<file path="config.mk">
export PLATFORM = sky130hd
export DESIGN_NAME = iem_luma
export DESIGN_NICKNAME = d
export VERILOG_FILES = /design/src/design/iem_pkg.sv /design/src/design/iem_luma.sv
export SDC_FILE = /design/constraint.sdc
export NUM_CORES = 2
export LEC_CHECK = 0
export BUFFER_PORTS_ARGS = -buffer_cell sky130_fd_sc_hd__buf_2
export CORE_ASPECT_RATIO = 1.1
export CORE_MARGIN = 2
export CORE_UTILIZATION = 25
export CTS_BUF_LIST = sky130_fd_sc_hd__clkbuf_4
export DETAILED_ROUTE_END_ITERATION = 8
export PLACE_DENSITY = 0.46
export SLEW_MARGIN = 5
export SYNTH_ARGS = -nofsm -noshare
export SYNTH_HDL_FRONTEND = slang
export SYNTH_SLANG_ARGS = --single-unit
</file>
<file path="constraint.sdc">
create_clock -name clk -period 11.43 [get_ports clk]
set_input_delay 0.5715 -clock clk [delete_from_list [all_inputs] [get_ports clk]]
set_output_delay 0.5715 -clock clk [all_outputs]
set_load 0.05 [all_outputs]
</file>
<file path="src/design/iem_pkg.sv">
// ----------------------------------------------------------------------------
// iem_pkg: shared types and constants for the RGB image error metrics core
// Word layouts, accumulator widths, luminance weights and sequencer states.
// ----------------------------------------------------------------------------
package iem_pkg;

  localparam int MAX_PIXELS = 1048576;
  localparam int CNT_W      = $clog2(MAX_PIXELS + 1);

  localparam int SMP_W      = 24;
  localparam int DIFF_W     = 25;
  localparam int SQ_W       = 33;
  localparam int ABS_SUM_W  = 45;
  localparam int RSQ_W      = 54;
  localparam int LSQ_W      = 53;
  localparam int PROD_W     = 41;
  localparam int LUMA_W     = 43;
  localparam int LDM_W      = 25;
  localparam int LSQ_TERM_W = 34;

  localparam int DEN_W      = CNT_W + 2;
  localparam int NUM_W      = RSQ_W + 16;
  localparam int STEP_W     = $clog2(NUM_W);
  localparam int ROOT_X_W   = 57;
  localparam int ROOT_W     = 58;
  localparam int FRAC       = 20;
  localparam int LOG_W      = 25;
  localparam int PSNR_W     = 16;

  localparam logic signed [16:0] LUMA_WEIGHT [3] = '{17'sd13933, 17'sd46871, 17'sd4732};
  localparam logic [30:0]        DB_PER_OCTAVE   = 31'd1616142483;
  localparam logic [23:0]        ONE_Q16         = 24'd65536;
  localparam logic [23:0]        MASK24          = 24'hFFFFFF;
  localparam logic [NUM_W-17:0]  MS_CAP          = (NUM_W - 16)'(64'd1 << 40);
  localparam logic [PSNR_W-1:0]  PSNR_TOP        = 16'h7FFF;
  localparam logic [PSNR_W-1:0]  PSNR_BOTTOM     = 16'h8000;

  typedef struct packed {
    logic signed [SMP_W-1:0] ref_red;
    logic signed [SMP_W-1:0] ref_green;
    logic signed [SMP_W-1:0] ref_blue;
    logic signed [SMP_W-1:0] test_red;
    logic signed [SMP_W-1:0] test_green;
    logic signed [SMP_W-1:0] test_blue;
    logic                    last_pixel;
  } pixel_t;

  typedef struct packed {
    logic [23:0]              mean_abs_red;
    logic [23:0]              mean_abs_green;
    logic [23:0]              mean_abs_blue;
    logic [23:0]              max_abs_red;
    logic [23:0]              max_abs_green;
    logic [23:0]              max_abs_blue;
    logic [23:0]              rgb_rmse;
    logic signed [PSNR_W-1:0] rgb_psnr;
    logic [23:0]              luma_rmse;
    logic signed [PSNR_W-1:0] luma_psnr;
    logic [23:0]              peak_value;
    logic [23:0]              peak_luma;
  } result_t;

  typedef struct packed {
    logic load;
    logic acc;
    logic clear;
  } lane_ctrl_t;

  typedef struct packed {
    logic [ABS_SUM_W-1:0] abs_sum;
    logic [DIFF_W-1:0]    abs_max;
    logic [RSQ_W-1:0]     sq_sum;
    logic [SMP_W-1:0]     peak;
  } lane_stat_t;

  typedef struct packed {
    logic [LSQ_W-1:0] sq_sum;
    logic [SMP_W-1:0] peak;
  } luma_stat_t;

  typedef enum logic [3:0] {
    F_IDLE,
    F_DIV_LOAD,
    F_DIV_RUN,
    F_SQRT_LOAD,
    F_SQRT_RUN,
    F_LOG_LOAD,
    F_LOG_NORM,
    F_LOG_SQR,
    F_LOG_ADJ,
    F_PSNR_MUL,
    F_PSNR_SAT,
    F_DONE
  } fin_state_t;

endpackage

</file>
<file path="src/design/iem_luma.sv">
// ----------------------------------------------------------------------------
// iem_luma: luminance merge
// Sums the weighted lane products into reference and test luminance, rounds
// the difference and reference magnitudes, squares and accumulates.
// ----------------------------------------------------------------------------
module iem_luma (
  input  logic                              clk,
  input  logic                              rst,
  input  logic signed [iem_pkg::PROD_W-1:0] ref_prod [3],
  input  logic signed [iem_pkg::PROD_W-1:0] test_prod [3],
  input  iem_pkg::lane_ctrl_t               ctrl,
  output iem_pkg::luma_stat_t               stat
);

  logic signed [iem_pkg::LUMA_W-1:0] la, lb, dd;
  logic [iem_pkg::LUMA_W-1:0]        la_mag, dd_mag, la_rnd, dd_rnd;
  logic [iem_pkg::LDM_W-1:0]         ldm2;
  logic [iem_pkg::SMP_W-1:0]         lam2, lam3;
  logic [49:0]                       lsq_full;
  logic [iem_pkg::LSQ_TERM_W-1:0]    lsq3;
  logic [iem_pkg::LSQ_W:0]           sq_sum_add;

  assign la = iem_pkg::LUMA_W'(ref_prod[0]) + iem_pkg::LUMA_W'(ref_prod[1])
            + iem_pkg::LUMA_W'(ref_prod[2]);
  assign lb = iem_pkg::LUMA_W'(test_prod[0]) + iem_pkg::LUMA_W'(test_prod[1])
            + iem_pkg::LUMA_W'(test_prod[2]);
  assign dd = la - lb;

  assign la_mag = la[iem_pkg::LUMA_W-1] ? iem_pkg::LUMA_W'(-la) : iem_pkg::LUMA_W'(la);
  assign dd_mag = dd[iem_pkg::LUMA_W-1] ? iem_pkg::LUMA_W'(-dd) : iem_pkg::LUMA_W'(dd);
  assign la_rnd = la_mag + iem_pkg::LUMA_W'(32768);
  assign dd_rnd = dd_mag + iem_pkg::LUMA_W'(32768);

  assign lsq_full = {25'd0, ldm2} * {25'd0, ldm2} + 50'd32768;

  always_ff @(posedge clk) begin
    ldm2 <= dd_rnd[16 +: iem_pkg::LDM_W];
    lam2 <= la_rnd[16 +: iem_pkg::SMP_W];
    lsq3 <= lsq_full[49:16];
    lam3 <= lam2;
  end

  assign sq_sum_add = {1'b0, stat.sq_sum} + (iem_pkg::LSQ_W + 1)'(lsq3);

  always_ff @(posedge clk) begin
    if (rst || ctrl.clear) begin
      stat <= '0;
    end else if (ctrl.acc) begin
      stat.sq_sum <= sq_sum_add[iem_pkg::LSQ_W] ? '1 : sq_sum_add[iem_pkg::LSQ_W-1:0];
      if (lam3 > stat.peak) begin
        stat.peak <= lam3;
      end
    end
  end

endmodule

</file>
# Yosys cells after proc, flatten, opt, wreduce, memory -nomap -nowiden
# Cells that the tools add are included.
# classes
magnitude_cmp	1
n_mux	3
n_reduce_logical	2
multipliers	1
n_addsub	11
# ops
operator	count
$add A42 B41 Y43	2
$add A41 B41 Y42	2
$add A53 B34 Y54	1
$mux W53	1
$add A50 B16 Y50 const B	1
$mul A25 B25 Y50	1
$sub A43 B43 Y43	1
$add A41 B16 Y41 const B	1
$mux W41	1
$neg A41 Y41	1
$add A40 B16 Y40 const B	1
$mux W40	1
$neg A40 Y40	1
$gt A24 B24 Y1	1
$reduce_and A2 Y1	1
$logic_or A1 B1 Y1	1
# word_totals
in_bits	251
reg_bits	184
output_inout_bits	77

# Depth between registers and ports, before layout
# logic_depth
ltp_word	6
ltp_mapped	40
mapped_depth_nobuf	36

# Worst setup path before layout
# OpenSTA, ideal clock, no wires.
# synth_timing
path_kind	input port to flip-flop
from	input ref_prod[1] in the netlist's numbering
to	register ldm2[23] in the netlist's numbering
setup_time_ns	0.125
stages	35
arrival_ns	8.598
path_slack_ns	2.707
cell_sequence	fa_1 -> ha_1 -> inv_1 -> fa_1 -> nand2b_1 -> a211oi_1 -> or2_2 -> o2111a_1 -> nor2_1 -> xnor2_1 -> fa_1 -> ha_1 -> clkbuf_1 -> a21o_1 -> a311o_1 -> a211oi_1 -> o21ai_0 -> a21oi_1 -> a21o_1 -> and4_1 -> buf_2 -> or2_1 -> buf_2 -> clkbuf_1 -> buf_1 -> nand2_1 -> xnor2_1 -> ha_1 -> nor2b_1 -> nor4b_1 -> o311ai_2 -> nor4b_2 -> o21ai_1 -> a32o_1 -> xor2_1
# synth_between
elab_chain_cells	5
# synth_rtl
element	line_no	rtl
start: declaration	iem_luma.sv:9	input logic signed [iem_pkg::PROD_W-1:0] ref_prod [3],
$add A42 B41 Y43 (*)	iem_luma.sv:24	+ iem_pkg::LUMA_W'(ref_prod[2]);
$sub A43 B43 Y43 (*)	iem_luma.sv:27	assign dd = la - lb;
$neg A41 Y41	iem_luma.sv:30	assign dd_mag = dd[iem_pkg::LUMA_W-1] ? iem_pkg::LUMA_W'(-dd) : iem_pkg::LUMA_W'(dd);
$mux W41 (*)	iem_luma.sv:30	
$add A41 B16 Y41 (*)	iem_luma.sv:32	assign dd_rnd = dd_mag + iem_pkg::LUMA_W'(32768);
via dd_rnd, one bit	iem_luma.sv:16	logic [iem_pkg::LUMA_W-1:0] la_mag, dd_mag, la_rnd, dd_rnd;
end signal: assignment	iem_luma.sv:37	ldm2 <= dd_rnd[16 +: iem_pkg::LDM_W];
end: declaration	iem_luma.sv:17	logic [iem_pkg::LDM_W-1:0] ldm2;
# The timed path passes the listed nets; every way through them passes the cells marked *.
# A chain may end at the register's enable or synchronous reset.

# Worst setup path in the final report
# layout_timing
from	register ldm2[8] in the netlist's numbering
to	register lsq3[33] in the netlist's numbering
# layout_between
elab_chain_cells	2
# layout_rtl
element	line_no	rtl
$mul A25 B25 Y50	iem_luma.sv:34	assign lsq_full = {25'd0, ldm2} * {25'd0, ldm2} + 50'd32768;
$add A50 B16 Y50	iem_luma.sv:34	
via lsq_full[49]	iem_luma.sv:19	logic [49:0] lsq_full;
end signal: assignment	iem_luma.sv:39	lsq3 <= lsq_full[49:16];
end: declaration	iem_luma.sv:20	logic [iem_pkg::LSQ_TERM_W-1:0] lsq3;
# The timed path passes the listed nets, and every way through them passes these cells.

==> impl_metrics.yaml <==
floorplan:
  dieArea_sq_um: 145000
  core-area_sq_um: 141000
  start_util_pct: 25.2
  io_pins: 328
  die_x_um: 363
  die_h_um: 399
  placementRows: 144
worst_setup_path:
  reg2reg_depth: 30
  worst_setup_path_start_kind: "register"
  path_max_fanout: 12
  r2r_end: "lsq3[33]$_DFF_P_"
  cp_common_cell: "fa_1"
  arrival_ps: 9960
  cp.required_ps: 12170
  r2r-start: "ldm2[8]$_DFF_P_"
  crit_start: "ldm2[8]$_DFF_P_"
  critPathCaptureType: "register"
  cpPeakStageDelay_ps: 790
  r2r_slack_ps: 2210
  slowest_stage: "dfxtp_1"
  endpoint: "lsq3[33]$_DFF_P_"
  worstSetupPathType: "register to register"
timing:
  hold_viol: 0
  fmax_mhz: 108
  drv_slew: 0
  slew_headroom_pct: 33.8
  rsz0062_at_grt: "no"
  fin_ws_ps: 2210
  fin_crit_sh_pct: 80.7
  skew_ps: 52.4
  min_period_ps: 9220
  finalSetupViolCount: 0
  tightestPinTransition_ps: 988
  tns_ps: 0
grt:
  grt_util_all_layers_pct: 14.4
  grt_start_max_net_pins: 72
  antenna_found_initial: 7
  grt_pass1_wl_um: 163000
  grt_pass1_vias: 29200
  overflow: 0
cts:
  post_cts_buffers: 0
  cts_resized: 0
  numCtsBuffers: 17
  cts_root_buffer: "clkbuf_4"
  cts_sinks: 184
  ctsHoldBuffers: 0
  cts.htree.levels: 4
  clk_pin_slew_ps: 200
  cts_tree: "yes"
  clk_latency_ps: 770
  max-clock-path-buffers: 2
placement:
  post-place-ws_ps: 1510
  port_buffers: 326
  hpwl_um: 88900
  gp_congestion: 0.843
logic_synthesis:
  synth-edff-count: 0
  async_reset_ff_share_pct: 0
  netlist_area_sq_um: 35500
  synthFlopType: "dfxtp_1"
  yosys.area.top_type_share_pct: 33.3
  avgSynthCellArea_sq_um: 8.90
  synth_common_cells: "inv_1, fa_1, ha_1"
  synth_cell_types: 118
  synth_seq_cells: 184
  syn_inst: 3983
  yosys.area.top_type: "fa_1"
  synth_area_leaders: "fa_1, ha_1, dfxtp_1"
  yosysMostFrequentCell: "inv_1"
  syn_nets: 5176
  ys_warn_count: 0
  ys_seq_area_share_pct: 10.4
run:
  maxCapViolCount: 0
routing:
  num_vias: 27600
  viasPerCell: 4.53
  wire_per_inst_um: 16.9
  firstDrtPassIters: 5
  drtIter0Drc: 1168
  drtAntennaViolNets: 0
  drt-total-wl_um: 103000
  drc: 0
worst_hold_path:
  hp-class: "register to register"
run_status:
  status: "finished clean"
final_layout:
  fillCellCount: 15200
  syn2layout_area_growth_pct: 11.5
  layout-drive-gt1-share_pct: 11.6
  fin_nets: 5452
-- per-stage QoR --
stage	instances	hold WS, ps	util (%)	cell area (sq um)
CTS	6097	188	28.1	39500
finish	6101	344	28.1	39600
global placement	6065	311	27.9	39300
detailed placement	6065	312	27.9	39300
global route	6099	243	28.1	39500
floorplan	3983	310	-	35500
-- worst min path at each step --
stage	depth (start not counted)	endpoint	slack, ps	start
after detailed placement	0	lam3[6]$_DFF_P_	310	lam2[6]$_DFF_P_
after global routing	4	stat[75]$_SDFFE_PP0P_	240	rst
final	0	lam3[21]$_DFF_P_	340	lam2[21]$_DFF_P_
after CTS	4	stat[75]$_SDFFE_PP0P_	190	rst
after floorplan	0	lam3[0]$_DFF_P_	310	lam2[0]$_DFF_P_
after global placement	0	lam3[7]$_DFF_P_	310	lam2[7]$_DFF_P_
-- registers in the layout, indices dropped and copies added (netlist names) --
name  flops
lam2     24
lam3     24
ldm2     25
lsq3     34
stat     77
-- worst max-delay path: cells and delay by family, from the launching register on --
kind / cells / cell delay (ps)
fa+ha+maj: 8 / 3920
compound gates: 9 / 2210
buf+inv: 8 / 1260
simple gates: 5 / 1010
flops: 1 / 790
-- layout by cell type, fill, tap and decap left out, types with 30 or more instances in the layout --
cell type  count
inv_1        780
nand2_1      238
and3_1        34
buf_4         54
a21oi_1      188
nand3_1       72
xor2_1        64
nor2_1       236
xnor2_1      131
dfxtp_1      184
a21o_1        60
o21ai_0      133
buf_2        326
nand4_1       30
and2_1       158
mux2i_1       31
ha_1         352
nor3_1        58
fa_1         590
a31oi_1       45
nand2b_1      31
o21a_1        32
-- area by class of cell --
class	count	area, sq um	share of cell area [%]
multi-input combinational	2891	28300	71.6
tap	1825	2280	5.77
clock buffer	17	128	0.323
inverter	785	2950	7.45
sequential	184	3680	9.31
clock inverter	15	148	0.373
antenna	4	10.0	0.0253
timing repair buffer	380	2040	5.15
-- routing by layer --
metal / global-route usage [%] / vias to the layer above / routed length (um) / share of wire, %
met5: 0 / - / 0 / 0
met3: 1.45 / 85 / 3360 / 3.3
met4: 3.68 / 0 / 2210 / 2.1
met1: 18.6 / 13500 / 46800 / 46
met2: 25.4 / 515 / 50500 / 49
li1: - / 13600 / - / -
-- cells by family after synthesis --
kind of cell / synth area share, %
and+or+nand+nor: 14.6
xor gates and xnor gates: 4.95
AOI/OAI and AO/OA: 13.6
DFF: 10.4
muxes: 1.00
buffers and inverters: 9.77
adders and majority gates: 45.7
Power is left out: the tool's default activity adds up to more than one toggle a clock period on the data nets, which glitch-free logic cannot reach.
