--- src/design/iem_pkg.sv ---
// ----------------------------------------------------------------------------
// iem_pkg: shared types and constants for the RGB image error metrics core
// Word layouts, accumulator widths, luminance weights and sequencer states.
// ----------------------------------------------------------------------------
package iem_pkg;

  localparam int MAX_PIXELS = 1048576;
  localparam int CNT_W      = $clog2(MAX_PIXELS + 1);

  localparam int SMP_W      = 24;
  localparam int DIFF_W     = 25;
  localparam int SQ_W       = 33;
  localparam int ABS_SUM_W  = 45;
  localparam int RSQ_W      = 54;
  localparam int LSQ_W      = 53;
  localparam int PROD_W     = 41;
  localparam int LUMA_W     = 43;
  localparam int LDM_W      = 25;
  localparam int LSQ_TERM_W = 34;

  localparam int DEN_W      = CNT_W + 2;
  localparam int NUM_W      = RSQ_W + 16;
  localparam int STEP_W     = $clog2(NUM_W);
  localparam int ROOT_X_W   = 57;
  localparam int ROOT_W     = 58;
  localparam int FRAC       = 20;
  localparam int LOG_W      = 25;
  localparam int PSNR_W     = 16;

  localparam logic signed [16:0] LUMA_WEIGHT [3] = '{17'sd13933, 17'sd46871, 17'sd4732};
  localparam logic [30:0]        DB_PER_OCTAVE   = 31'd1616142483;
  localparam logic [23:0]        ONE_Q16         = 24'd65536;
  localparam logic [23:0]        MASK24          = 24'hFFFFFF;
  localparam logic [NUM_W-17:0]  MS_CAP          = (NUM_W - 16)'(64'd1 << 40);
  localparam logic [PSNR_W-1:0]  PSNR_TOP        = 16'h7FFF;
  localparam logic [PSNR_W-1:0]  PSNR_BOTTOM     = 16'h8000;

  typedef struct packed {
    logic signed [SMP_W-1:0] ref_red;
    logic signed [SMP_W-1:0] ref_green;
    logic signed [SMP_W-1:0] ref_blue;
    logic signed [SMP_W-1:0] test_red;
    logic signed [SMP_W-1:0] test_green;
    logic signed [SMP_W-1:0] test_blue;
    logic                    last_pixel;
  } pixel_t;

  typedef struct packed {
    logic [23:0]              mean_abs_red;
    logic [23:0]              mean_abs_green;
    logic [23:0]              mean_abs_blue;
    logic [23:0]              max_abs_red;
    logic [23:0]              max_abs_green;
    logic [23:0]              max_abs_blue;
    logic [23:0]              rgb_rmse;
    logic signed [PSNR_W-1:0] rgb_psnr;
    logic [23:0]              luma_rmse;
    logic signed [PSNR_W-1:0] luma_psnr;
    logic [23:0]              peak_value;
    logic [23:0]              peak_luma;
  } result_t;

  typedef struct packed {
    logic load;
    logic acc;
    logic clear;
  } lane_ctrl_t;

  typedef struct packed {
    logic [ABS_SUM_W-1:0] abs_sum;
    logic [DIFF_W-1:0]    abs_max;
    logic [RSQ_W-1:0]     sq_sum;
    logic [SMP_W-1:0]     peak;
  } lane_stat_t;

  typedef struct packed {
    logic [LSQ_W-1:0] sq_sum;
    logic [SMP_W-1:0] peak;
  } luma_stat_t;

  typedef enum logic [3:0] {
    F_IDLE,
    F_DIV_LOAD,
    F_DIV_RUN,
    F_SQRT_LOAD,
    F_SQRT_RUN,
    F_LOG_LOAD,
    F_LOG_NORM,
    F_LOG_SQR,
    F_LOG_ADJ,
    F_PSNR_MUL,
    F_PSNR_SAT,
    F_DONE
  } fin_state_t;

endpackage

--- src/design/iem_lane.sv ---
// ----------------------------------------------------------------------------
// iem_lane: one colour channel lane
// Absolute difference, rounded square, reference magnitude and weighted
// luminance products; saturating sum, maximum and peak per channel.
// ----------------------------------------------------------------------------
module iem_lane (
  input  logic                                 clk,
  input  logic                                 rst,
  input  logic signed [iem_pkg::SMP_W-1:0]     ref_smp,
  input  logic signed [iem_pkg::SMP_W-1:0]     test_smp,
  input  logic signed [16:0]                   weight,
  input  iem_pkg::lane_ctrl_t                  ctrl,
  output logic signed [iem_pkg::PROD_W-1:0]    ref_prod,
  output logic signed [iem_pkg::PROD_W-1:0]    test_prod,
  output iem_pkg::lane_stat_t                  stat
);

  logic signed [iem_pkg::DIFF_W-1:0] diff;
  logic [iem_pkg::DIFF_W-1:0]        diff_mag;
  logic [iem_pkg::SMP_W-1:0]         ref_mag;

  logic [iem_pkg::DIFF_W-1:0]        ad1, ad2, ad3;
  logic [iem_pkg::SMP_W-1:0]         pa1, pa2, pa3;
  logic [iem_pkg::SQ_W-1:0]          sq2, sq3;
  logic [49:0]                       sq_full;

  logic [iem_pkg::ABS_SUM_W:0]       abs_sum_add;
  logic [iem_pkg::RSQ_W:0]           sq_sum_add;

  assign diff     = {ref_smp[23], ref_smp} - {test_smp[23], test_smp};
  assign diff_mag = diff[iem_pkg::DIFF_W-1] ? iem_pkg::DIFF_W'(-diff) : iem_pkg::DIFF_W'(diff);
  assign ref_mag  = ref_smp[23] ? iem_pkg::SMP_W'(-ref_smp) : iem_pkg::SMP_W'(ref_smp);
  assign sq_full  = {25'd0, ad1} * {25'd0, ad1} + 50'd32768;

  always_ff @(posedge clk) begin
    if (ctrl.load) begin
      ad1       <= diff_mag;
      pa1       <= ref_mag;
      ref_prod  <= ref_smp * weight;
      test_prod <= test_smp * weight;
    end
    sq2 <= sq_full[48:16];
    ad2 <= ad1;
    pa2 <= pa1;
    sq3 <= sq2;
    ad3 <= ad2;
    pa3 <= pa2;
  end

  assign abs_sum_add = {1'b0, stat.abs_sum} + (iem_pkg::ABS_SUM_W + 1)'(ad3);
  assign sq_sum_add  = {1'b0, stat.sq_sum} + (iem_pkg::RSQ_W + 1)'(sq3);

  // saturate on carry out: the accumulator never exceeds its all-ones limit
  always_ff @(posedge clk) begin
    if (rst || ctrl.clear) begin
      stat <= '0;
    end else if (ctrl.acc) begin
      stat.abs_sum <= abs_sum_add[iem_pkg::ABS_SUM_W] ? '1
                                                      : abs_sum_add[iem_pkg::ABS_SUM_W-1:0];
      stat.sq_sum  <= sq_sum_add[iem_pkg::RSQ_W] ? '1 : sq_sum_add[iem_pkg::RSQ_W-1:0];
      if (ad3 > stat.abs_max) begin
        stat.abs_max <= ad3;
      end
      if (pa3 > stat.peak) begin
        stat.peak <= pa3;
      end
    end
  end

endmodule

--- config.mk ---
export PLATFORM = sky130hd
export DESIGN_NAME = iem_lane
export DESIGN_NICKNAME = d
export VERILOG_FILES = /design/src/design/iem_pkg.sv /design/src/design/iem_lane.sv
export SDC_FILE = /design/constraint.sdc
export NUM_CORES = 2
export LEC_CHECK = 0
export BUFFER_PORTS_ARGS = -buffer_cell sky130_fd_sc_hd__buf_2
export CAP_MARGIN = 10
export CORE_MARGIN = 2
export CORE_UTILIZATION = 55
export DETAILED_ROUTE_END_ITERATION = 10
export GPL_ROUTABILITY_DRIVEN = 0
export PLACE_DENSITY = 0.76
export SETUP_SLACK_MARGIN = 0.4
export SYNTH_ARGS = -nofsm -noshare
export SYNTH_HDL_FRONTEND = slang
export SYNTH_SLANG_ARGS = --single-unit
--- constraint.sdc ---
create_clock -name clk -period 10 [get_ports clk]
set_clock_uncertainty 0.15 [all_clocks]
set_input_delay 1 -clock clk [delete_from_list [all_inputs] [get_ports clk]]
set_output_delay 1 -clock clk [all_outputs]
set_load 0.005 [all_outputs]
======== Word-level counts from Yosys, hierarchy flattened ========
Cells that the tools add are included.
word-level totals
  register bits ........................... 443
  input bits .............................. 70
  output and inout port bits .............. 230
  word-level logic and storage cells ...... 34
operators by class
  add/sub/neg operators ................... 6
  $mul .................................... 3
  order comparisons ....................... 2
  multiplexer cells ....................... 4
  reductions and logical operators ........ 3
operator list
  kind                    count
  $mul 24x17->41          2
  $add 54x33->55          1
  $mux 54                 1
  $add 49x16->49 const B  1
  $mul 25x25->49          1
  $add 45x25->46          1
  $mux 45                 1
  $gt 25x25->1            1
  $neg 25->25             1
  $sub 24x24->25          1
  $gt 24x24->1            1
  $mux 24                 1
  $neg 24->24             1
  $mux 23                 1
  $reduce_and 2->1        2
  $logic_or 1x1->1        1

======== Logic depth before layout (Yosys ltp) ========
  word-level depth ........................ 3
  depth in mapped cells ................... 29

======== Least setup slack after synthesis ========
Ideal clock, no wire load.
  path type ............................... in2reg
  start ................................... input port ref_smp[12] (netlist name)
  end ..................................... register ref_prod[40] (netlist name) (data pin)
  setup time .............................. 0.258 ns
  data arrival time ....................... 7.211 ns
  data required time ...................... 9.592 ns
  path slack .............................. 2.382 ns
  stages .................................. 26
  path through ............................ clkbuf_1 > clkbuf_1 > nand2_1 > fa_1 > inv_1 > fa_1 > inv_1 > fa_1 > inv_1 > fa_1 > inv_1 > fa_1 > inv_1 > fa_1 > ha_1 > and3_1 > and4_1 > o221a_1 > or4b_4 > a21bo_1 > a211o_1 > o21ai_2 > o211a_4 > o21ai_2 > a21oi_2 > xnor2_1
between the ends
  cells in the longest elaborated chain, start to end .. 1
ends and longest elaborated chain
  what                  line            source
  from (decl)           iem_lane.sv:9   input logic signed [iem_pkg::SMP_W-1:0] ref_smp,
  $mul 24x17->41        iem_lane.sv:39  ref_prod <= ref_smp * weight;
  to (signal assigned)  iem_lane.sv:39
  to (decl)             iem_lane.sv:13  output logic signed [iem_pkg::PROD_W-1:0] ref_prod,
No other way between the ends.
A chain may end at the register's enable or synchronous reset.

======== Worst setup path in the final report ========
  start ................................... register ad1[8] (netlist name)
  end ..................................... register sq2[26] (netlist name)
between the ends
  cells in the longest elaborated chain, start to end .. 2
ends and longest elaborated chain
  what                    line            source
  from (decl)             iem_lane.sv:22  logic [iem_pkg::DIFF_W-1:0] ad1, ad2, ad3;
  from (signal assigned)  iem_lane.sv:37  ad1 <= diff_mag;
  $mul 25x25->49          iem_lane.sv:33  assign sq_full = {25'd0, ad1} * {25'd0, ad1} + 50'd32768;
  $add 49x16->49          iem_lane.sv:33
  net sq_full[42]         iem_lane.sv:25  logic [49:0] sq_full;
  to (signal assigned)    iem_lane.sv:42  sq2 <= sq_full[48:16];
  to (decl)               iem_lane.sv:24  logic [iem_pkg::SQ_W-1:0] sq2, sq3;
The timed path passes the listed nets, and every way through them passes these cells.

==> results.ini <==
[detailed_routing]
wl_per_cell_um = 19.22
first_pass_iters = 6
drt_iter0_drc = 3256
routed-via-count = 47080
via_per_inst = 5.520
drc = 0
postRouteAntennaNets = 0
wirelength_mm = 164.0

[synth]
syn_area_um2 = 64830
ys_ff_latch = 443
yosysWarnings = 0
ys_types = 89
synth_edf_count = 131
ys_seq_area_share_pct = 15.70
synth.net_count = 8671
synth_async_sr_flop_share_pct = 0
synth_area_per_cell_um2 = 9.536
synthCells = 6798
synth_area_leaders = fa_1 (39%), ha_1 (10%), dfxtp_1 (9.6%)
synth_ff_type = dfxtp_1
yosysTopAreaCell = fa_1
synth_top_cell_area_share_pct = 39.22

[clock_network]
cts_buffers = 52
clk_latency_ns = 0.70
clock_path_buffers = 3
htree_levels = 2
clk_pin_slew_ns = 0.06
postCtsResizedCells = 0
root_buffer = clkbuf_16
hold_buffers = 0
clock_sinks = 443
cts_tree = done
cts_setup_buffers = 0

[floorplanning]
core_area_um2 = 116500
row_count = 125
start_util_pct = 55.64
die_y_um = 347.3
die_area_um2 = 120600
io_pins = 300
die_x_um = 347.3

[layout]
drive_gt1_share_pct = 7.252
nFillCells = 9708
nets = 8821
area_growth_pct = 7.381

[critical_path]
crit_type = reg2reg
crit_path_end_kind = register
cp_data_arrival_time_ns = 8.64
crit_top_cell = fa_1
critPathLaunchType = register
required_ns = 10.39
path_buf_inv = 6
crit_fanout = 14
critPathTopFamily = adder cells
cpPeakStageDelay_ns = 0.75
cp_slowest_cell = edfxtp_1

[timing]
rsz0062_at_grt = false
finalCritPeriodShare_pct = 82.42
hold_viol_final = 0
fin_setup_tns_ns = 0
period_needed_ns = 8.242
max_freq_mhz = 121.3
finalMaxSlewViolations = 0
worst_pin_slew_ns = 1.229
max_slew_margin_pct = 18.10
setup_violations = 0

[grt]
grt_pass1_wl_mm = 266.7
grt_max_degree = 88
use_met2_pct = 46.29
grt_usage_pct = 28.02
busiest_layer = met2
use_met1_pct = 36.24
grt_pass1_vias = 50760
grt-ovfl-total = 0
antenna_found_initial = 33
grt_use_met3_pct = 5.733

[placed_design]
dp_hpwl_mm = 131.8
port_buffers = 299

[flow_run]
maxCapViolations = 0

[outcome]
outcome = completed

[hold_path]
hold_class = reg2reg

==> metrics by stage <==
stage,instance area [um^2],utilization [%],std cells,hold WS [ns],worst slack (ns)
finish,69610,59.74,8530,0.1381,1.758
global route,69590,59.72,8520,0.1629,1.412
CTS,69570,59.70,8514,0.1381,1.809
detailed placement,67710,58.11,8417,0.1621,1.528
global placement,67710,58.11,8417,0.1604,1.603
floorplan,64830,-,6798,0.1596,2.382
==> cells in the mapped netlist, types with 35 or more instances <==
| cell | n |
|---|---|
| and3_1 | 35 |
| nor3_1 | 43 |
| nand4_1 | 36 |
| o31ai_1 | 35 |
| nand2b_1 | 44 |
| o21ai_0 | 136 |
| clkbuf_1 | 250 |
| xnor2_1 | 176 |
| edfxtp_1 | 131 |
| dfxtp_1 | 312 |
| nand2_1 | 757 |
| ha_1 | 533 |
| a21oi_1 | 231 |
| xor2_1 | 83 |
| nand3_1 | 67 |
| inv_1 | 1564 |
| and2_1 | 475 |
| nor2_1 | 134 |
| a21o_1 | 124 |
| fa_1 | 1270 |
==> worst paths after layout <==
kind / start / endpoint / slack [ns] / cells after the start
max: ad1[8]$_DFFE_PP_ / sq2[26]$_DFF_P_ / 1.76 / 26
min: pa1[7]$_DFFE_PP_ / pa2[7]$_DFF_P_ / 0.14 / 0
max reg2reg: ad1[8]$_DFFE_PP_ / sq2[26]$_DFF_P_ / 1.76 / 26
min reg2reg: pa1[7]$_DFFE_PP_ / pa2[7]$_DFF_P_ / 0.14 / 0
==> logic make-up after synthesis <==
logic type               after synthesis  share of synthesized area [%]
AND/OR/NAND/NOR                     1691                          12.81
flip-flops                           443                          15.70
AO/OA/AOI/OAI                        739                          7.352
multiplexers                          31                         0.4806
XOR/XNOR                             259                          3.499
adder cells (fa/ha/maj)             1803                          49.51
buffers and inverters               1832                          10.65
==> cell type report <==
| cell class | instances | area [um^2] | area share, % |
|---|---|---|---|
| multi-input combinational | 4523 | 47770 | 68.63 |
| sequential | 443 | 10180 | 14.62 |
| inverter | 1564 | 5871 | 8.433 |
| timing repair buffer | 364 | 1991 | 2.860 |
| tap | 1524 | 1907 | 2.739 |
| clock buffer | 63 | 1393 | 2.001 |
| clock inverter | 34 | 461.7 | 0.6632 |
| antenna | 15 | 37.54 | 0.05392 |
==> routing by layer <==
| metal | vias to the layer above | routed length (um) | part of all wire (%) |
|---|---|---|---|
| li1 | 20990 | - | - |
| met1 | 23680 | 64190 | 39 |
| met2 | 1964 | 78090 | 48 |
| met3 | 430 | 14640 | 8.9 |
| met4 | 20 | 6936 | 4.2 |
| met5 | - | 128 | 0.078 |
==> state kept, by name, indices dropped and copies added, names as in the netlist <==
name       cells
pa3           24
stat         148
sq2           33
ad1           25
test_prod     41
sq3           33
pa1           24
ad2           25
ad3           25
ref_prod      41
pa2           24
==> placed cells by master, fill, tap and decap left out, types with 44 or more instances in the layout <==
| cell type | n |
|---|---|
| buf_4 | 65 |
| o21ai_0 | 136 |
| nand2b_1 | 44 |
| xor2_1 | 83 |
| a21o_1 | 124 |
| dfxtp_1 | 312 |
| buf_2 | 298 |
| a21oi_1 | 231 |
| inv_1 | 1564 |
| xnor2_1 | 176 |
| and2_1 | 475 |
| ha_1 | 533 |
| fa_1 | 1270 |
| nand2_1 | 757 |
| nand3_1 | 67 |
| clkbuf_16 | 52 |
| edfxtp_1 | 131 |
| nor2_1 | 133 |
Power is left out: the tool's default activity adds up to more than one toggle a clock period on the data nets, which glitch-free logic cannot reach.
