File: config.mk
export PLATFORM = sky130hd
export DESIGN_NAME = iem_final
export DESIGN_NICKNAME = d
export VERILOG_FILES = /design/src/design/iem_pkg.sv /design/src/design/iem_final.sv
export SDC_FILE = /design/constraint.sdc
export NUM_CORES = 2
export LEC_CHECK = 0
export BUFFER_PORTS_ARGS = -buffer_cell sky130_fd_sc_hd__buf_2
export CAP_MARGIN = 20
export CORE_MARGIN = 1.5
export CORE_UTILIZATION = 25
export CTS_CLUSTER_SIZE = 25
export DETAILED_ROUTE_END_ITERATION = 7
export HOLD_SLACK_MARGIN = 0.02
export SLEW_MARGIN = 20
export SYNTH_ARGS = -nofsm -noshare
export SYNTH_HDL_FRONTEND = slang
export SYNTH_SLANG_ARGS = --single-unit
export TNS_END_PERCENT = 20
File: constraint.sdc
create_clock -name clk -period 41.2 [get_ports clk]
set_input_delay 2.06 -clock clk [delete_from_list [all_inputs] [get_ports clk]]
set_output_delay 2.06 -clock clk [all_outputs]
set_load 0.03 [all_outputs]
File: src/design/iem_pkg.sv
// ----------------------------------------------------------------------------
// iem_pkg: shared types and constants for the RGB image error metrics core
// Word layouts, accumulator widths, luminance weights and sequencer states.
// ----------------------------------------------------------------------------
package iem_pkg;

  localparam int MAX_PIXELS = 1048576;
  localparam int CNT_W      = $clog2(MAX_PIXELS + 1);

  localparam int SMP_W      = 24;
  localparam int DIFF_W     = 25;
  localparam int SQ_W       = 33;
  localparam int ABS_SUM_W  = 45;
  localparam int RSQ_W      = 54;
  localparam int LSQ_W      = 53;
  localparam int PROD_W     = 41;
  localparam int LUMA_W     = 43;
  localparam int LDM_W      = 25;
  localparam int LSQ_TERM_W = 34;

  localparam int DEN_W      = CNT_W + 2;
  localparam int NUM_W      = RSQ_W + 16;
  localparam int STEP_W     = $clog2(NUM_W);
  localparam int ROOT_X_W   = 57;
  localparam int ROOT_W     = 58;
  localparam int FRAC       = 20;
  localparam int LOG_W      = 25;
  localparam int PSNR_W     = 16;

  localparam logic signed [16:0] LUMA_WEIGHT [3] = '{17'sd13933, 17'sd46871, 17'sd4732};
  localparam logic [30:0]        DB_PER_OCTAVE   = 31'd1616142483;
  localparam logic [23:0]        ONE_Q16         = 24'd65536;
  localparam logic [23:0]        MASK24          = 24'hFFFFFF;
  localparam logic [NUM_W-17:0]  MS_CAP          = (NUM_W - 16)'(64'd1 << 40);
  localparam logic [PSNR_W-1:0]  PSNR_TOP        = 16'h7FFF;
  localparam logic [PSNR_W-1:0]  PSNR_BOTTOM     = 16'h8000;

  typedef struct packed {
    logic signed [SMP_W-1:0] ref_red;
    logic signed [SMP_W-1:0] ref_green;
    logic signed [SMP_W-1:0] ref_blue;
    logic signed [SMP_W-1:0] test_red;
    logic signed [SMP_W-1:0] test_green;
    logic signed [SMP_W-1:0] test_blue;
    logic                    last_pixel;
  } pixel_t;

  typedef struct packed {
    logic [23:0]              mean_abs_red;
    logic [23:0]              mean_abs_green;
    logic [23:0]              mean_abs_blue;
    logic [23:0]              max_abs_red;
    logic [23:0]              max_abs_green;
    logic [23:0]              max_abs_blue;
    logic [23:0]              rgb_rmse;
    logic signed [PSNR_W-1:0] rgb_psnr;
    logic [23:0]              luma_rmse;
    logic signed [PSNR_W-1:0] luma_psnr;
    logic [23:0]              peak_value;
    logic [23:0]              peak_luma;
  } result_t;

  typedef struct packed {
    logic load;
    logic acc;
    logic clear;
  } lane_ctrl_t;

  typedef struct packed {
    logic [ABS_SUM_W-1:0] abs_sum;
    logic [DIFF_W-1:0]    abs_max;
    logic [RSQ_W-1:0]     sq_sum;
    logic [SMP_W-1:0]     peak;
  } lane_stat_t;

  typedef struct packed {
    logic [LSQ_W-1:0] sq_sum;
    logic [SMP_W-1:0] peak;
  } luma_stat_t;

  typedef enum logic [3:0] {
    F_IDLE,
    F_DIV_LOAD,
    F_DIV_RUN,
    F_SQRT_LOAD,
    F_SQRT_RUN,
    F_LOG_LOAD,
    F_LOG_NORM,
    F_LOG_SQR,
    F_LOG_ADJ,
    F_PSNR_MUL,
    F_PSNR_SAT,
    F_DONE
  } fin_state_t;

endpackage

File: src/design/iem_final.sv
// ----------------------------------------------------------------------------
// iem_final: end of frame sequencer
// Snapshots the merged lane results, then runs a shared serial divider,
// a digit-by-digit square root, a squaring log2 unit and the PSNR scaling.
// ----------------------------------------------------------------------------
module iem_final (
  input  logic                        clk,
  input  logic                        rst,
  input  logic                        start,
  input  iem_pkg::lane_stat_t         lanes [3],
  input  iem_pkg::luma_stat_t         luma,
  input  logic [iem_pkg::CNT_W-1:0]   count,
  input  logic                        out_stall,
  output logic                        busy,
  output logic                        out_valid,
  output iem_pkg::result_t            result
);

  iem_pkg::fin_state_t state, state_next;
  logic [2:0]                     job;
  logic [iem_pkg::STEP_W-1:0]     step;

  logic [iem_pkg::ABS_SUM_W-1:0]  sums [3];
  logic [23:0]                    maxv [3];
  logic [iem_pkg::RSQ_W-1:0]      rsq;
  logic [iem_pkg::LSQ_W-1:0]      lsq;
  logic [23:0]                    pk, pl;
  logic [iem_pkg::CNT_W-1:0]      n;

  logic [iem_pkg::NUM_W-1:0]      num, q_new;
  logic [iem_pkg::DEN_W-1:0]      den, rem;
  logic [iem_pkg::DEN_W:0]        div_sh;
  logic                           q_bit;

  logic [23:0]                    mean [3];
  logic [iem_pkg::ROOT_X_W-1:0]   sqx [2];
  logic [iem_pkg::ROOT_X_W-1:0]   ms_clamped;
  logic [23:0]                    rmse [2];

  logic [iem_pkg::ROOT_W-1:0]     srem, sres, sbit, s_trial, sres_new;

  logic [23:0]                    lm, log_src;
  logic [4:0]                     le;
  logic [31:0]                    ly;
  logic [63:0]                    lprod;
  logic [32:0]                    lsq_t;
  logic [iem_pkg::LOG_W-1:0]      lres, lres_new;
  logic [iem_pkg::LOG_W-1:0]      lg [4];

  logic signed [iem_pkg::LOG_W:0] ld;
  logic [iem_pkg::LOG_W-1:0]      ld_mag;
  logic [55:0]                    pprod;
  logic [56:0]                    p_rnd;
  logic [16:0]                    p_mag;
  logic                           pneg;
  logic [iem_pkg::PSNR_W-1:0]     psnr [2];
  logic [iem_pkg::PSNR_W-1:0]     psnr_val;

  logic [23:0]                    pk_max01, pk_max;

  // ---- next state ----
  always_comb begin
    state_next = state;
    unique case (state)
      iem_pkg::F_IDLE:      if (start) state_next = iem_pkg::F_DIV_LOAD;
      iem_pkg::F_DIV_LOAD:  state_next = iem_pkg::F_DIV_RUN;
      iem_pkg::F_DIV_RUN: begin
        if (step == iem_pkg::STEP_W'(iem_pkg::NUM_W - 1)) begin
          state_next = (job == 3'd4) ? iem_pkg::F_SQRT_LOAD : iem_pkg::F_DIV_LOAD;
        end
      end
      iem_pkg::F_SQRT_LOAD: state_next = iem_pkg::F_SQRT_RUN;
      iem_pkg::F_SQRT_RUN: begin
        if (sbit[0]) begin
          state_next = (job == 3'd1) ? iem_pkg::F_LOG_LOAD : iem_pkg::F_SQRT_LOAD;
        end
      end
      iem_pkg::F_LOG_LOAD:  state_next = iem_pkg::F_LOG_NORM;
      iem_pkg::F_LOG_NORM:  if (lm[23]) state_next = iem_pkg::F_LOG_SQR;
      iem_pkg::F_LOG_SQR:   state_next = iem_pkg::F_LOG_ADJ;
      iem_pkg::F_LOG_ADJ: begin
        if (step == '0) begin
          state_next = (job == 3'd3) ? iem_pkg::F_PSNR_MUL : iem_pkg::F_LOG_LOAD;
        end else begin
          state_next = iem_pkg::F_LOG_SQR;
        end
      end
      iem_pkg::F_PSNR_MUL:  state_next = iem_pkg::F_PSNR_SAT;
      iem_pkg::F_PSNR_SAT: begin
        state_next = (job == 3'd1) ? iem_pkg::F_DONE : iem_pkg::F_PSNR_MUL;
      end
      iem_pkg::F_DONE:      if (!out_stall) state_next = iem_pkg::F_IDLE;
      default:              state_next = iem_pkg::F_IDLE;
    endcase
  end

  always_ff @(posedge clk) begin
    if (rst) begin
      state <= iem_pkg::F_IDLE;
    end else begin
      state <= state_next;
    end
  end

  // ---- outputs ----
  always_comb begin
    busy      = 1'b1;
    out_valid = 1'b0;
    unique case (state)
      iem_pkg::F_IDLE: busy = 1'b0;
      iem_pkg::F_DONE: out_valid = 1'b1;
      default:         busy = 1'b1;
    endcase
  end

  // ---- datapath helpers ----
  assign pk_max01 = (lanes[0].peak > lanes[1].peak) ? lanes[0].peak : lanes[1].peak;
  assign pk_max   = (pk_max01 > lanes[2].peak) ? pk_max01 : lanes[2].peak;

  assign div_sh = {rem, num[iem_pkg::NUM_W-1]};
  assign q_bit  = (div_sh >= {1'b0, den});
  assign q_new  = {num[iem_pkg::NUM_W-2:0], q_bit};

  // cap the integer part of the mean square, keep its fraction
  assign ms_clamped = (q_new[iem_pkg::NUM_W-1:16] > iem_pkg::MS_CAP)
                    ? {1'b1, 40'd0, q_new[15:0]} : q_new[iem_pkg::ROOT_X_W-1:0];

  assign s_trial  = sres + sbit;
  assign sres_new = (srem >= s_trial) ? ((sres >> 1) + sbit) : (sres >> 1);

  always_comb begin
    case (job[1:0])
      2'd0:    log_src = pk;
      2'd1:    log_src = rmse[0];
      2'd2:    log_src = pl;
      default: log_src = rmse[1];
    endcase
  end

  assign lsq_t    = lprod[63:31];
  assign lres_new = lres | (lsq_t[32] ? (iem_pkg::LOG_W'(1) << step[4:0]) : '0);

  assign ld     = $signed({1'b0, lg[{job[0], 1'b0}]}) - $signed({1'b0, lg[{job[0], 1'b1}]});
  assign ld_mag = ld[iem_pkg::LOG_W] ? iem_pkg::LOG_W'(-ld) : iem_pkg::LOG_W'(ld);
  assign p_rnd  = {1'b0, pprod} + (57'd1 << 39);
  assign p_mag  = p_rnd[56:40];

  always_comb begin
    if (rmse[job[0]] == '0) begin
      psnr_val = iem_pkg::PSNR_TOP;
    end else if (!pneg) begin
      psnr_val = (p_mag > 17'd32767) ? iem_pkg::PSNR_TOP : p_mag[15:0];
    end else begin
      psnr_val = (p_mag > 17'd32768) ? iem_pkg::PSNR_BOTTOM : 16'(-p_mag);
    end
  end

  // ---- datapath ----
  always_ff @(posedge clk) begin
    if (rst) begin
      job <= '0;
    end else begin
      unique case (state)
        iem_pkg::F_IDLE: begin
          job <= '0;
          if (start) begin
            for (int c = 0; c < 3; c++) begin
              sums[c] <= lanes[c].abs_sum;
              maxv[c] <= lanes[c].abs_max[23:0];
            end
            lsq <= luma.sq_sum;
            pk  <= (pk_max == '0) ? iem_pkg::ONE_Q16 : pk_max;
            pl  <= (luma.peak == '0) ? iem_pkg::ONE_Q16 : luma.peak;
            n   <= (count == '0) ? iem_pkg::CNT_W'(1) : count;
            begin : merge_sq
              logic [iem_pkg::RSQ_W+1:0] tot;
              tot = (iem_pkg::RSQ_W + 2)'(lanes[0].sq_sum)
                  + (iem_pkg::RSQ_W + 2)'(lanes[1].sq_sum)
                  + (iem_pkg::RSQ_W + 2)'(lanes[2].sq_sum);
              rsq <= (|tot[iem_pkg::RSQ_W+1:iem_pkg::RSQ_W]) ? '1 : tot[iem_pkg::RSQ_W-1:0];
            end
          end
        end
        iem_pkg::F_DIV_LOAD: begin
          rem  <= '0;
          step <= '0;
          case (job)
            3'd3: begin
              num <= {rsq, 16'd0};
              den <= iem_pkg::DEN_W'({n, 1'b0}) + iem_pkg::DEN_W'(n);
            end
            3'd4: begin
              num <= iem_pkg::NUM_W'({lsq, 16'd0});
              den <= iem_pkg::DEN_W'(n);
            end
            default: begin
              num <= iem_pkg::NUM_W'(sums[job[1:0]]) + iem_pkg::NUM_W'(n >> 1);
              den <= iem_pkg::DEN_W'(n);
            end
          endcase
        end
        iem_pkg::F_DIV_RUN: begin
          num  <= q_new;
          rem  <= q_bit ? iem_pkg::DEN_W'(div_sh - {1'b0, den}) : div_sh[iem_pkg::DEN_W-1:0];
          step <= step + 1'b1;
          if (step == iem_pkg::STEP_W'(iem_pkg::NUM_W - 1)) begin
            if (job == 3'd3 || job == 3'd4) begin
              sqx[job == 3'd4] <= ms_clamped;
            end else begin
              mean[job[1:0]] <= (|q_new[iem_pkg::NUM_W-1:24]) ? iem_pkg::MASK24 : q_new[23:0];
            end
            job <= (job == 3'd4) ? 3'd0 : job + 3'd1;
          end
        end
        iem_pkg::F_SQRT_LOAD: begin
          srem <= iem_pkg::ROOT_W'(sqx[job[0]]);
          sres <= '0;
          sbit <= iem_pkg::ROOT_W'(1) << 56;
        end
        iem_pkg::F_SQRT_RUN: begin
          if (srem >= s_trial) begin
            srem <= srem - s_trial;
          end
          sres <= sres_new;
          sbit <= sbit >> 2;
          if (sbit[0]) begin
            rmse[job[0]] <= (|sres_new[iem_pkg::ROOT_W-1:24]) ? iem_pkg::MASK24 : sres_new[23:0];
            job <= (job == 3'd1) ? 3'd0 : job + 3'd1;
          end
        end
        iem_pkg::F_LOG_LOAD: begin
          // a zero source only feeds an unused log: treat it as one
          lm   <= (log_src == '0) ? 24'd1 : log_src;
          le   <= 5'd23;
          step <= iem_pkg::STEP_W'(iem_pkg::FRAC - 1);
        end
        iem_pkg::F_LOG_NORM: begin
          if (lm[23]) begin
            ly   <= {lm, 8'd0};
            lres <= iem_pkg::LOG_W'({le, 20'd0});
          end else begin
            lm <= lm << 1;
            le <= le - 5'd1;
          end
        end
        iem_pkg::F_LOG_SQR: begin
          lprod <= {32'd0, ly} * {32'd0, ly};
        end
        iem_pkg::F_LOG_ADJ: begin
          ly   <= lsq_t[32] ? lsq_t[32:1] : lsq_t[31:0];
          lres <= lres_new;
          step <= step - 1'b1;
          if (step == '0) begin
            lg[job[1:0]] <= lres_new;
            job <= (job == 3'd3) ? 3'd0 : job + 3'd1;
          end
        end
        iem_pkg::F_PSNR_MUL: begin
          pprod <= {31'd0, ld_mag} * {25'd0, iem_pkg::DB_PER_OCTAVE};
          pneg  <= ld[iem_pkg::LOG_W];
        end
        iem_pkg::F_PSNR_SAT: begin
          psnr[job[0]] <= psnr_val;
          job <= (job == 3'd1) ? 3'd0 : job + 3'd1;
        end
        iem_pkg::F_DONE: begin
          job <= '0;
        end
        default: job <= '0;
      endcase
    end
  end

  assign result.mean_abs_red   = mean[0];
  assign result.mean_abs_green = mean[1];
  assign result.mean_abs_blue  = mean[2];
  assign result.max_abs_red    = maxv[0];
  assign result.max_abs_green  = maxv[1];
  assign result.max_abs_blue   = maxv[2];
  assign result.rgb_rmse       = rmse[0];
  assign result.rgb_psnr       = psnr[0];
  assign result.luma_rmse      = rmse[1];
  assign result.luma_psnr      = psnr[1];
  assign result.peak_value     = pk;
  assign result.peak_luma      = pl;

endmodule
[Word level (Yosys, flattened, before mapping)]
Memory sizes are Yosys's and may differ from the RTL's. A register that Yosys moved wholly into a read port is not among the register bits.
Index checks and enable logic that the tools add are counted.
Storage, ports and cells
  flip-flop bits (word level): 687
  RAM bits: 573
  bits of input ports: 546
  output and inout bits: 274
  logic and storage cells: 203
  memories kept: 7
Memory list
  sums: depth 3, bits a word 45, read ports 1, clocked after memory_dff 1, write ports 3, line iem_final.sv:23  | logic [iem_pkg::ABS_SUM_W-1:0] sums [3];
  sqx: depth 2, bits a word 57, read ports 1, clocked after memory_dff 1, write ports 1, line iem_final.sv:36  | logic [iem_pkg::ROOT_X_W-1:0] sqx [2];
  lg: depth 4, bits a word 25, read ports 2, clocked after memory_dff 2, write ports 1, line iem_final.sv:48  | logic [iem_pkg::LOG_W-1:0] lg [4];
  maxv: depth 3, bits a word 24, read ports 3, clocked after memory_dff 0, write ports 3, line iem_final.sv:24  | logic [23:0] maxv [3];
  mean: depth 3, bits a word 24, read ports 3, clocked after memory_dff 0, write ports 1, line iem_final.sv:35  | logic [23:0] mean [3];
  rmse: depth 2, bits a word 24, read ports 3, clocked after memory_dff 1, write ports 1, line iem_final.sv:38  | logic [23:0] rmse [2];
  +1 memories
Cells by class
  $add $sub $neg: 16
  $mul: 2
  magnitude comparators: 7
  eq/ne operators: 25
  shift-type cells: 1
  mux-type cells: 88
  bitwise gates (word level): 3
  reduce and logical (&&, ||, !) cells: 31
Operator list (count)
  $pmux 58 s2: 3
  $pmux 70 s2: 2
  $mux 24: 6
  $mux 58: 2
  $logic_not 24->1: 4
  $mux 25: 3
  $pmux 24 s3: 1
  $mul 32x32->64: 1
  $mux 16: 4
  $mux 32: 2
  $pmux 32 s2: 1
  $add 57x58->58: 1
  $add 58x58->58: 1
  $ge 58x58->1: 1
  $sub 58x58->58: 1
  $add 56x40->57 const B: 1
  $mux 57: 1
  $add 55x54->56: 1
  $mul 25x31->56 const B: 1
  $add 54x54->55: 1
  $gt 54x41->1 const B: 1
  $pmux 25 s2: 1
  $gt 24x24->1: 2
  $pmux 24 s2: 1
  54 further kinds: 130

[Logic depth before layout (Yosys ltp)]
  depth in word-level cells: 7
  mapped depth: 47
  mapped depth without buffers: 41

[Worst setup path after synthesis]
OpenSTA, ideal clock, no wires.
  kind: input-to-reg
  from: input rst
  to: memory maxv[0][0], enable pin
  library setup time: 1.071 ns
  data arrival time: 17.251 ns
  required time: 40.129 ns
  setup slack: 22.878 ns
  stages: 2
  buffers on the path: 1
  cells stage by stage: clkbuf_1 -> nor3b_1
RTL lines
  start, declared: line iem_final.sv:8  | input logic rst,
  end, declared: line iem_final.sv:24

==> results.yml <==
setup_path:
  crit_buf_inv: 6
  slowest_stage: "a2111oi_0"
  critPathMaxStageDelay_ns: 0.92
  cp.depth: 38
  cp_data_arrival_time_ns: 13.19
  worstSetupPathType: "reg2reg"
  crit_family: "adder cells"
  timing.rr.end: "pprod[55]"
  r2r_cells: 38
  critPathCaptureType: "register"
  ff2ff_setup_slack_ns: 28.60
  required_ns: 41.79
  worstSetupStartpointType: "register"
  path_max_fanout: 33
  worst_path_most_repeated_cell: "fa_1"
  critPathCapture: "pprod[55]"
clock_tree:
  htreeDepth: 4
  post_cts_resize_count: 0
  clock_latency_ns: 0.89
  cts_tree: "done"
  cts_inserted_buffers: 149
  clock_path_buffers: 4
  cts_root_buf: "clkbuf_16"
  hold_buffers: 0
  cts.sinks: 1163
  cts_setup_buffers: 0
  clk_pin_slew_worst_paths_ns: 0.06
floorplanning:
  die_w_um: 638.0
  core_area_um2: 402000
  num_rows: 233
  die-area_um2: 407100
  die_h_um: 638.0
  io_pins: 820
  initial_core_util_pct: 25.08
place:
  dpl.hpwl_um: 263500
  place_ws_ns: 28.70
  gp_congestion: 0.9474
  dp_cells: 15225
  numPortBuffers: 816
sta:
  finalClockSkew_ns: 0.1039
  setup_tns_ns: 0
  worst_pin_slew_ns: 1.097
  rsz0062_at_grt: "false"
  final_max_slew_viol_count: 0
  layout_setup_ws_ns: 28.60
  final_hold_viol_count: 0
  fmax_ghz: 0.07935
  setup_violations: 0
  relSlewSlack_pct: 24.95
  period_share_pct: 30.59
  period_needed_ns: 12.60
detailed_routing:
  ant_nets: 0
  drt_iter0_drc: 4496
  vias: 70835
  dr.pass1.iters: 8
  route.detailed.drc: 4
  wl_per_cell_um: 20.92
  viasPerCell: 4.547
  wl_um: 326000
synth:
  synthMostInstantiatedCell: "inv_1"
  synth_seq_area_share_pct: 34.55
  synth-edff-count: 1154
  synth_top_area_cell: "edfxtp_1"
  ys_top_cells_by_area: "edfxtp_1, fa_1, ha_1, inv_1, nand2_1"
  postSynthAreaPerCell_um2: 10.76
  synth-main-ff-cell: "edfxtp_1"
  synth-compound-area-share_pct: 9.835
  netlist_area_um2: 100800
  ys_seq_elements: 1163
  ys_types: 86
  yosys-mux-area-fraction_pct: 2.805
  yosysTopAreaCellShare_pct: 34.37
  async_flop_share_pct: 0
  synthAdderAreaFrac_pct: 31.56
  synth-simple-area-share_pct: 10.93
  netlist_top_cells_count: "inv_1, edfxtp_1, fa_1"
  netlist_instances: 9366
  synth_top_family_by_area: "adder cells"
  synth_nets: 11837
  yosysWarnings: 0
  synth-xor-area-share_pct: 3.536
grt:
  grt_start_max_net_pins: 129
  antenna_found_initial: 56
  grt_pass1_wl_um: 475200
  grt_use_total_pct: 15.73
  grt_pass1_vias: 72891
  grt_overflow: 0
status:
  violations: "design-rule violations"
  outcome: "finished with violations"
flow_run:
  cap_violations: 0
worst_hold_path:
  hold_path_class: "reg2reg"
cells_and_area:
  nets: 12561
  fill_cells: 41692
  drive_above_1_share_pct: 13.28
  area_growth_syn_to_layout_pct: 15.36
  finalNonFillerCells: 15580
==> registers in the layout, indices dropped and copies added (netlist names), 25 cells and up, named ones only <==
| name | count |
|---|---|
| sums | 135 |
| sqx | 114 |
| lg | 100 |
| maxv | 72 |
| mean | 72 |
| num | 70 |
| srem | 58 |
| sres | 58 |
| rsq | 54 |
| lsq | 53 |
| rmse | 48 |
| lprod | 33 |
| ly | 32 |
| psnr | 32 |
| sbit | 29 |
| lres | 25 |
==> layout by cell type, fill, tap and decap left out, drive strengths merged, types with 25 or more instances in the layout <==
cell    instances
nand4         102
nand2         724
nor4           59
mux2i         179
or2            29
and3           50
nand2b         74
xor2          182
nand3b         33
a31oi          73
nand3         103
o21bai         39
o21a           59
o22ai          25
edfxtp       1154
clkinv         54
a21o          198
nor2          493
nor2b          93
a211oi         53
xnor2         225
mux2           92
clkbuf        173
diode          94
inv          1461
a221oi         33
buf           932
a21oi         379
a31o           28
o31ai          27
o21ai         362
ha            895
fa           1030
and2          308
or3            35
nor3           96
a22oi          32
==> area by class of cell <==
type,count,area (µm²),area share [%]
multi-input cells,6389,59360,51.04
clock inverters,87,998.5,0.8585
flip-flops and latches,1163,34840,29.96
well taps,5287,6615,5.688
inverters,1455,5461,4.696
diodes,94,235.2,0.2022
clock buffers,173,3829,3.292
repair buffers,932,4965,4.269
==> cells by family after synthesis <==
family,count (synthesis)
AOI/OAI and AO/OA,1526
and+or+nand+nor,2260
adders and majority gates,1925
DFF,1163
muxes,271
xor gates and xnor gates,407
buffers and inverters,1814
==> worst min path at each step <==
stage,startpoint,end,slack (ns),cells past startpoint
after floorplan,n[0],den[0],0.43,0
after global placement,num[14],sqx[0][15],0.50,0
after detailed placement,num[8],sqx[1][9],0.52,0
after CTS,num[8],sqx[0][9],0.51,0
after global routing,num[8],sqx[0][9],0.52,0
final,num[8],sqx[0][9],0.53,0
==> routing by layer <==
| metal | vias up | global-route usage, % | part of all wire (%) |
|---|---|---|---|
| li1 | 33470 | - | - |
| met1 | 34662 | 17.31 | 37 |
| met2 | 2067 | 27.70 | 50 |
| met3 | 622 | 2.270 | 4.7 |
| met4 | 14 | 11.34 | 8.7 |
| met5 | - | 0 | 0.025 |
==> metrics by stage <==
step,hold WS [ns],util [%],instance area (µm²)
final,0.5273,28.93,116300
after global routing,0.5180,28.93,116300
after CTS,0.5078,28.87,116100
after detailed placement,0.5157,27.67,111200
after global placement,0.4999,27.67,111200
after floorplan,0.4334,-,100800
Power is not shown: default switching activity piles up to over one toggle a cycle in this logic, so the estimate is an artifact.
